### src/rtl/bmf_pkg.sv
// Package: shared constants, types and codes for the bitmap line and fill core.
`default_nettype none
package bmf_pkg;

  localparam int unsigned MAX_WIDTH   = 256;
  localparam int unsigned MAX_HEIGHT  = 256;
  localparam int unsigned QUEUE_DEPTH = 65536;

  localparam int unsigned CW   = 8;
  localparam int unsigned GW   = 9;
  localparam int unsigned CAW  = 2 * CW;
  localparam int unsigned QAW  = $clog2(QUEUE_DEPTH);
  localparam int unsigned QCW  = QAW + 1;
  localparam int unsigned ERRW = 11;

  typedef enum logic [1:0] {
    OP_READ  = 2'd0,
    OP_LINE  = 2'd1,
    OP_FILL  = 2'd2,
    OP_CLEAR = 2'd3
  } op_e;

  localparam logic [1:0] CELL_EMPTY  = 2'd0;
  localparam logic [1:0] CELL_WALL   = 2'd1;
  localparam logic [1:0] CELL_FILLED = 2'd2;

  localparam logic REG_WIDTH  = 1'b0;
  localparam logic REG_HEIGHT = 1'b1;

  typedef struct packed {
    logic [CW-1:0]          x;
    logic [CW-1:0]          y;
    logic signed [ERRW-1:0] err;
    logic                   last;
  } line_step_t;

endpackage
`default_nettype wire

### src/rtl/bmf_line_unit.sv
// Bresenham step unit: next point and error term of a line walk.
`default_nettype none
module bmf_line_unit (
  input  wire logic [bmf_pkg::CW-1:0]          x_i,
  input  wire logic [bmf_pkg::CW-1:0]          y_i,
  input  wire logic [bmf_pkg::CW-1:0]          tx_i,
  input  wire logic [bmf_pkg::CW-1:0]          ty_i,
  input  wire logic [bmf_pkg::CW-1:0]          dx_i,
  input  wire logic [bmf_pkg::CW-1:0]          dy_i,
  input  wire logic                            sx_neg_i,
  input  wire logic                            sy_neg_i,
  input  wire logic signed [bmf_pkg::ERRW-1:0] err_i,
  output bmf_pkg::line_step_t                  step_o
);
  import bmf_pkg::*;

  logic signed [ERRW:0]   e2;
  logic signed [ERRW:0]   dxs;
  logic signed [ERRW:0]   dys;
  logic signed [ERRW-1:0] err_a;

  always_comb begin
    e2    = {err_i, 1'b0};
    dxs   = $signed({{(ERRW+1-CW){1'b0}}, dx_i});
    dys   = $signed({{(ERRW+1-CW){1'b0}}, dy_i});
    err_a = err_i;
    step_o.x    = x_i;
    step_o.y    = y_i;
    step_o.last = (x_i == tx_i) && (y_i == ty_i);
    if (e2 > -dys) begin
      err_a    = err_a - dys[ERRW-1:0];
      step_o.x = sx_neg_i ? x_i - 1'b1 : x_i + 1'b1;
    end
    if (e2 < dxs) begin
      err_a    = err_a + dxs[ERRW-1:0];
      step_o.y = sy_neg_i ? y_i - 1'b1 : y_i + 1'b1;
    end
    step_o.err = err_a;
  end
endmodule
`default_nettype wire

### config.mk
export PLATFORM = sky130hd
export DESIGN_NAME = bmf_line_unit
export DESIGN_NICKNAME = d
export VERILOG_FILES = /design/src/rtl/bmf_pkg.sv /design/src/rtl/bmf_line_unit.sv
export SDC_FILE = /design/constraint.sdc
export NUM_CORES = 1
export LEC_CHECK = 0
export BUFFER_PORTS_ARGS = -buffer_cell sky130_fd_sc_hd__clkbuf_2
export CAP_MARGIN = 20
export CORE_MARGIN = 2
export CORE_UTILIZATION = 57
export DETAILED_ROUTE_END_ITERATION = 16
export MAX_ROUTING_LAYER = met4
export PLACE_DENSITY = 0.95
export RECOVER_POWER = 25
export SETUP_SLACK_MARGIN = 0.1
export SLEW_MARGIN = 40
export SYNTH_ARGS = -nofsm -noshare
export SYNTH_HDL_FRONTEND = slang
export SYNTH_SLANG_ARGS = --single-unit
### constraint.sdc
create_clock -name vclk -period 10.3
set_input_delay 1.545 -clock vclk [all_inputs]
set_output_delay 1.545 -clock vclk [all_outputs]
set_load 0.03 [all_outputs]
After elaboration in Yosys (flattened, before gate mapping)
Index checks and enable logic that the tools add are counted.

Register bits after elaboration: 0. Word-level logic and storage cells: 18. Output and inout bits: 28. Input bits: 61.

Multiplexer cells: 6. Add/sub/neg operators: 7. Magnitude comparators: 2. Eq/ne operators: 2. Reductions and logical operators: 1.

Operators with widths (number): 2-to-1 mux 8 bit (4); 2-to-1 mux 11 bit (2); adder 8 x 1 -> 8 bit, second input constant (2); == test 8 bit (2); subtractor 8 x 1 -> 8 bit, second input constant (2); greater-than comparator 12 bit (1); < comparator 12 x 9 -> 1 bit (1); negation 8 -> 12 bit (1); adder 11 x 8 -> 11 bit (1); subtractor 11 x 8 -> 11 bit (1); logical AND 1 bit (1).

Depth between registers and ports, before layout
Gate-level depths: netlist (run 1).

Word-level depth: 5. Depth in mapped cells: 22.

Worst setup path before layout (run 1)
No wires, ideal clock.

Kind: in2out. Start point: input port dy_i[3] (netlist name). End point: output port step_o[10] (netlist name). Path buffers: 1. Data required time: 8.755 ns. Cell stages on the path: 20. Data arrival time: 5.790 ns. Setup slack: 2.965 ns. Cell sequence: inv_1 nand4_1 nor2_1 nand2_1 xnor2_1 ha_1 nand3_1 or3_1 o41a_1 o31a_1 buf_6 mux2_2 ha_1 a211o_1 a211oi_1 nor2_1 o22a_1 and4_1 or4_1 nand3_1.

RTL lines: from (decl) (line bmf_line_unit.sv:9) `input wire logic [bmf_pkg::CW-1:0] dy_i,`; to (decl) (line bmf_line_unit.sv:13) `output bmf_pkg::line_step_t step_o`.

==> results.md, run 1 <==
- Leakage power: ~1.5 nW
- Peak supply drop: 0.06152 mV
- Required @ worst endpoint: between 8000 and 9000 ps
- Slew margin rel.: about 29%
- Post-synth cell types: between 40 and 50
- Status: finished, final reports clean
- PortBufs: 89
- Critical path fanouts, max: 19
- Slew of the pin with the lowest slew margin: 1070 ps
- FFs & Latches: 0
- Worst setup EP type: output pin
- Hold Path Class: input port to output pin
- Setup CP Type: input port to output pin
- Register Area: 0 um^2
- Fin cells: ~450
- Int Pwr: approximately 0.097 mW
- CP bufs+invs: 4
- Crit path launch type: input port
- Syn avg cell area: 7.749 um^2
- Initial Util: roughly three fifths
- Die Ht: between 60 and 70 um
- Pins Over Slew Limit: 0
- Power per cell area: 80.22 nW/um^2
- Seq/Total Area, Yosys: 0%
- Detailed Routing Iterations Pass 1: 4
- First-pass GRT wire length: roughly 11 mm
- Unrepaired setup endpoints after global routing: no
- Initial antenna violation count: 0
- Sw frac: just under 60%
- Die area: about 4800 um^2
- Die W: just under 70 um
- Post-Syn Instances: 315
- Clk pwr share: 0%
- Comb power frac: between 90% and 100%
- Layout area overhead: 19.68%
- Pin count of the biggest net entering global routing: 23
- Clkbuf count: 0
- Total GRT Usage: around a quarter
- HPWL after detailed placement: roughly 5.6 mm
- TNS Setup: 0 ps
- Sequential Power Share: 0%
- Cell family with most CP delay: simple AND/OR/NAND/NOR gates
- Final worst path period share: ~77%
- Remaining Overflow, GRT: 0
- Hold path cells: 3
- Critical path depth: 23
- Worst EP arrival: 6430 ps
- Final hold vios: 0
- Dpl cell area: between 2000 and 3000 um^2
- Wire per inst: around 14 um
- Antenna-violating nets left: 0
- Core area: between 4000 and 5000 um^2
- Worst path max stage delay: approximately 460 ps
- Switching pwr: 0.1375 mW
- DRT iter0 DRCs: 85
- Netlist Area Pre-Place: 2441 um^2
- Post-CTS Setup Bufs: 0
- Max-capacitance violation count: 0
- Fin nets: ~520
- CP cell instances: clkbuf_2 > inv_1 > ha_1 > inv_1 > nor2_1 > xnor2_1 > ha_1 > nand2_1 > or3_1 > o41a_1 > o31a_2 > nor2_1 > a21oi_1 > ha_1 > fa_1 > a21oi_1 > nor2b_1 > o31a_1 > or2_2 > and3_1 > or4_1 > o311a_1 > clkbuf_2
- Crit-path slowest cell: or4_1
- DR vias: 2675
- YS warnings: 0
- Cell area after layout: 2922 um^2
- Layout cells sized above 1: between 20% and 30%
- Remaining DRCs: 0
- Vias/cell: 5.931
- Site Rows: 23
- Setup Viol. Count Final: 0
- Io pins: 89
- Placed insts: between 400 and 500
- Max Fclk: approximately 130 MHz
- Crit path top cell by count: ha_1
- Min Tclk post-route: about 8000 ps
- Cells resized by post-CTS repair: 0
- Post-Syn Nets: 427
- Final wirelength: 6.239 mm
- Vias in the first global route: around 2700
- Placer congestion estimate: around 0.9
- Antenna diode count: 0
- CTS Hold Bufs: 0
cell usage in the layout, fill, tap and decap left out, types with 3 or more instances in the layout:
| cell | n |
|---|---|
| a211oi_1 | 5 |
| a21o_1 | 9 |
| a21oi_1 | 16 |
| clkbuf_1 | 7 |
| clkbuf_2 | 83 |
| fa_1 | 4 |
| ha_1 | 47 |
| inv_1 | 26 |
| mux2_2 | 23 |
| mux2i_1 | 4 |
| nand2_1 | 14 |
| nand2b_1 | 4 |
| nand3_1 | 6 |
| nand4_1 | 6 |
| nor2_1 | 33 |
| nor2b_1 | 7 |
| nor3_1 | 5 |
| nor4_1 | 3 |
| o21a_1 | 8 |
| o21ai_0 | 8 |
| o41a_1 | 3 |
| or3_1 | 4 |
| xnor2_1 | 36 |
| xor2_1 | 9 |
cells in the mapped netlist (5+ instances only):
cell type | count | area, um^2
nor3_1 | 5 | 25.02
ha_1 | 47 | 588.1
o21ai_0 | 8 | 40.04
nand3_1 | 6 | 30.03
xor2_1 | 9 | 78.83
nor2b_1 | 7 | 43.79
o21a_1 | 8 | 60.06
nor2_1 | 33 | 123.9
nand2_1 | 14 | 52.55
inv_1 | 26 | 97.59
xnor2_1 | 36 | 315.3
a21o_1 | 9 | 67.56
a211oi_1 | 5 | 37.54
mux2_2 | 23 | 259.0
nand4_1 | 6 | 37.54
a21oi_1 | 16 | 80.08
final cells by class:
| type | instances | area (um^2) |
|---|---|---|
| Multi-Input combinational cell | 285 | 2320 |
| Fill cell | 328 | 1136 |
| Timing Repair Buffer | 90 | 441.7 |
| Inverter | 26 | 97.59 |
| Tap cell | 50 | 62.56 |
metal layers:
metal | track usage (%) | vias up | wire length [um]
met5 | - | - | 0
met4 | 6.754 | 0 | 128
met3 | 1.890 | 14 | 351
met2 | 50.85 | 100 | 3179
met1 | 28.98 | 1216 | 2580
li1 | - | 1345 | -
stage by stage:
step                util [%]  hold slack [ps]  worst slack [ps]  total power, mW
finish                 72.00             3442              2327           0.2344
floorplan                  -             3266              2965           0.1723
detailed placement     72.25             3444              2157           0.2344
global placement       72.25             3440              2298           0.2274
CTS                    72.25             3445              2165           0.2355
global route           72.00             3455              2034           0.2574
logic make-up (layout without fill, tap and decap cells):
group,after synthesis,after routing,synth area share (%)
simple gates,92,92,18.76
compound gates,70,70,20.45
fa+ha+maj,51,51,27.37
xor+xnor,45,45,16.15
buf+inv,30,116,5.023
mux,27,27,12.25
power groups by stage:
stage	clock network (mW)	logic, mW	registers [mW]
floorplan	0	0.172	0
CTS	0	0.236	0
global placement	0	0.227	0
global route	0	0.257	0
detailed placement	0	0.234	0
finish	0	0.234	0
final timing paths:
check               start    endpoint  slack, ps
setup / recovery  dy_i[1]  step_o[11]       2330
hold / removal     y_i[7]  step_o[19]       3440
No activity file was read; power rests on OpenSTA's default activity.
==> run 2, diff against run 1 <==
Settings changed: ABC_AREA set to 1, CORE_UTILIZATION 57 to 54, PLACE_DENSITY 0.95 to 0.91.
Clock period 10.3 ns to 8.3 ns, I/O delays scaled along.
==> run 2 against run 1 <==
Net effect:
- the run now ends with capacitance limit, slew limit left
- first-iteration DRC count is 54% higher
- combinational power is 14% higher
- area after synthesis is 4.7% higher
- power is 14% higher
- hold slack worse by 600 ps
- synthesized cell count is 36% higher
==> results.md, run 2 <==
- Site Rows: 25 (was 23)
- Die area: 5298 um^2 (was 4822 um^2)
- Slew margin rel.: -7.045% (was 28.64%)
- Max-capacitance violation count: 1 (was 0)
- Sequential Power Share: 0% (about the same)
- Area of the multi-input gates: 2267 um^2 (was 2320 um^2)
- Register Area: 0 um^2 (unchanged)
- Setup Viol. Count Final: 0 (unchanged)
- Die Ht: 72.79 um (was 69.44 um)
- HPWL after detailed placement: 5.767 mm (was 5.560 mm)
- DR vias: 2990 (was 2675)
- Die W: 72.79 um (was 69.44 um)
- Initial antenna violation count: 0 (unchanged)
- First-pass GRT wire length: 10.85 mm (unchanged)
- Power per cell area: 88.30 nW/um^2 (was 80.22 nW/um^2)
- Failing checks: capacitance limit, slew limit
- Crit-path slowest cell: nand3_2 (was or4_1)
- Fin nets: 627 (was 515)
- Post-synth cell types: 33 (was 47)
- YS warnings: 0 (unchanged)
- Detailed Routing Iterations Pass 1: 4 (unchanged)
- Io pins: 89 (unchanged)
- Count leader, synth: nand2_1 (was ha_1)
- Placed insts: 567 (was 451)
- Slew of the pin with the lowest slew margin: 1600 ps (was 1070 ps)
- Fraction of synthesized cell area in xor and xnor cells: 14.74% (was 16.15%)
- Layout area overhead: 18.36% (was 19.68%)
- PortBufs: 89 (unchanged)
- Status: finished, violations left (was finished, final reports clean)
- Largest family of logic cells by synthesized area: simple AND/OR/NAND/NOR gates (was adder cells)
- Leading cell type in the layout, fill and taps excluded: nand2_1 (was clkbuf_2)
- Synth Area in Simple Gates: 32.32% (was 18.76%)
- Worst path max stage delay: 440 ps (was 460 ps)
- Max Fclk: roughly 150 MHz
- Vias in the first global route: 2713 (was 2678)
- Compound-Gate Fraction of Synth Area: 15.62% (was 20.45%)
- Comb power frac: 100.0% (about the same)
- Worst setup EP type: output pin (unchanged)
- Antenna-violating nets left: 0 (unchanged)
- Pins Over Slew Limit: 29 (was 0)
- Final hold vios: 0 (unchanged)
- Setup CP Type: input port to output pin (unchanged)
- Yosys top cell by area: ha_1 (unchanged)
- Int Pwr: 0.09575 mW (was 0.09682 mW)
- Layout cells sized above 1: 18.91% (was 27.68%)
- Fin cells: 567 (was 451)
- Synth top area cells: ha_1 (23%), nand2_1 (17%), inv_1 (9.7%), xnor2_1 (7.5%), xor2_1 (7.2%) (was ha_1 (24%), xnor2_1 (13%), mux2_2 (11%), nor2_1 (5.1%), inv_1 (4.0%))
- CTS Hold Bufs: 0 (unchanged)
- Synth top area share: 23.02% (was 24.09%)
- Worst EP arrival: 5620 ps (was 6430 ps)
- Clkbuf count: 0 (unchanged)
- Syn avg cell area: 5.956 um^2 (was 7.749 um^2)
- Min Tclk post-route: between 6000 and 7000 ps
- Post-Syn Instances: 429 (was 315)
- Final wirelength: 6.483 mm (was 6.239 mm)
- Antenna diode count: 0 (unchanged)
- Initial Util: 55.19% (was 60.16%)
- Core area: 4629 um^2 (was 4058 um^2)
- DRT iter0 DRCs: 131 (was 85)
- Vias/cell: 5.273 (was 5.931)
- Netlist Area Pre-Place: 2555 um^2 (was 2441 um^2)
- Placer congestion estimate: 0.8411 (was 0.9145)
- TNS Setup: 0 ps (unchanged)
- Peak supply drop: 0.04034 mV (was 0.06152 mV)
- Most frequent cells in the layout: nand2_1 (116), clkbuf_2 (83), inv_1 (66) (was clkbuf_2 (83), ha_1 (47), xnor2_1 (36))
- Unrepaired setup endpoints after global routing: no (unchanged)
- Seq/Total Area, Yosys: 0% (unchanged)
- Switching pwr: 0.1713 mW (was 0.1375 mW)
- Sw frac: 64.15% (was 58.69%)
- Crit path top cell by count: nand2_1 (was ha_1)
- Post-synthesis mux area share: 0% (was 12.25%)
- Remaining DRCs: 0 (unchanged)
- Adder-cell share of the synthesized area: 26.15% (was 27.37%)
- Total GRT Usage: 25.11% (was 26.39%)
- Post-Syn Nets: 541 (was 427)
- Post-CTS Setup Bufs: 0 (unchanged)
- Dpl cell area: 3039 um^2 (was 2932 um^2)
- Clk pwr share: 0% (about the same)
- Most frequent cells after synthesis: nand2_1 (116), inv_1 (66), ha_1 (47) (was ha_1 (47), xnor2_1 (36), nor2_1 (33))
- FFs & Latches: 0 (unchanged)
- Cell area after layout: 3024 um^2 (was 2922 um^2)
- Leakage power: 1.775 nW (was 1.454 nW)
- Hold Path Class: input port to output pin (unchanged)
- Pin count of the biggest net entering global routing: 31 (was 23)
- Hold WS: 2843 ps (was 3442 ps)
- Wire per inst: 11.43 um (was 13.83 um)
- Final worst path period share: 82.71%
- Crit path launch type: input port (unchanged)
- Total chip power: 0.2670 mW (was 0.2344 mW)
- Remaining Overflow, GRT: 0 (unchanged)
- Fill count: 430 (was 328)
- Critical path fanouts, max: 30 (was 19)
- Required @ worst endpoint: 7050 ps (was 8760 ps)
- Cells resized by post-CTS repair: 0 (unchanged)
## run 2: area by class of cell
type / instances / share of cell area [%]
inverters: 67 / 8.316
well taps: 54 / 2.234
multi-input cells: 357 / 74.97
repair buffers: 89 / 14.48
## run 2: final timing paths
check	start	to	slack, ps	depth (start not counted)
worst max-delay path	dy_i[1]	step_o[9]	1430	29
worst min-delay path	x_i[7]	step_o[27]	2840	3
## run 2: cells by family (layout without fill, tap and decap cells)
kind of cell | after synthesis | after routing
adders and majority gates | 51 | 51
AOI/OAI and AO/OA | 72 | 72
xor gates and xnor gates | 43 | 43
buffers and inverters | 72 | 156
and+or+nand+nor | 191 | 191
## run 2: per-layer routing
| metal | global-route usage (%) | share of wire [%] |
|---|---|---|
| met1 | 28.57 | 44 |
| met2 | 48.08 | 49 |
| met3 | 1.519 | 5.2 |
| met4 | 4.938 | 2.2 |
| met5 | - | 0 |
## run 2: critical path: cells and delay by family
kind	cells	cell delay (ps)
xor+xnor	1	220
compound gates	3	470
buf+inv	6	610
fa+ha+maj	4	1080
simple gates	15	1980
## run 2: stage by stage
step,worst slack [ps],util (%)
finish,1435,65.32
global placement,1624,65.54
CTS,1485,65.65
floorplan,2199,-
global route,925.5,65.32
detailed placement,1504,65.65
## run 2: power groups by stage
stage                     Sequential [mW]  Clock [mW]  Combinational (mW)
after floorplan                         0           0               0.195
after global placement                  0           0               0.261
after detailed placement                0           0               0.267
after CTS                               0           0               0.268
after global routing                    0           0               0.299
final                                   0           0               0.267
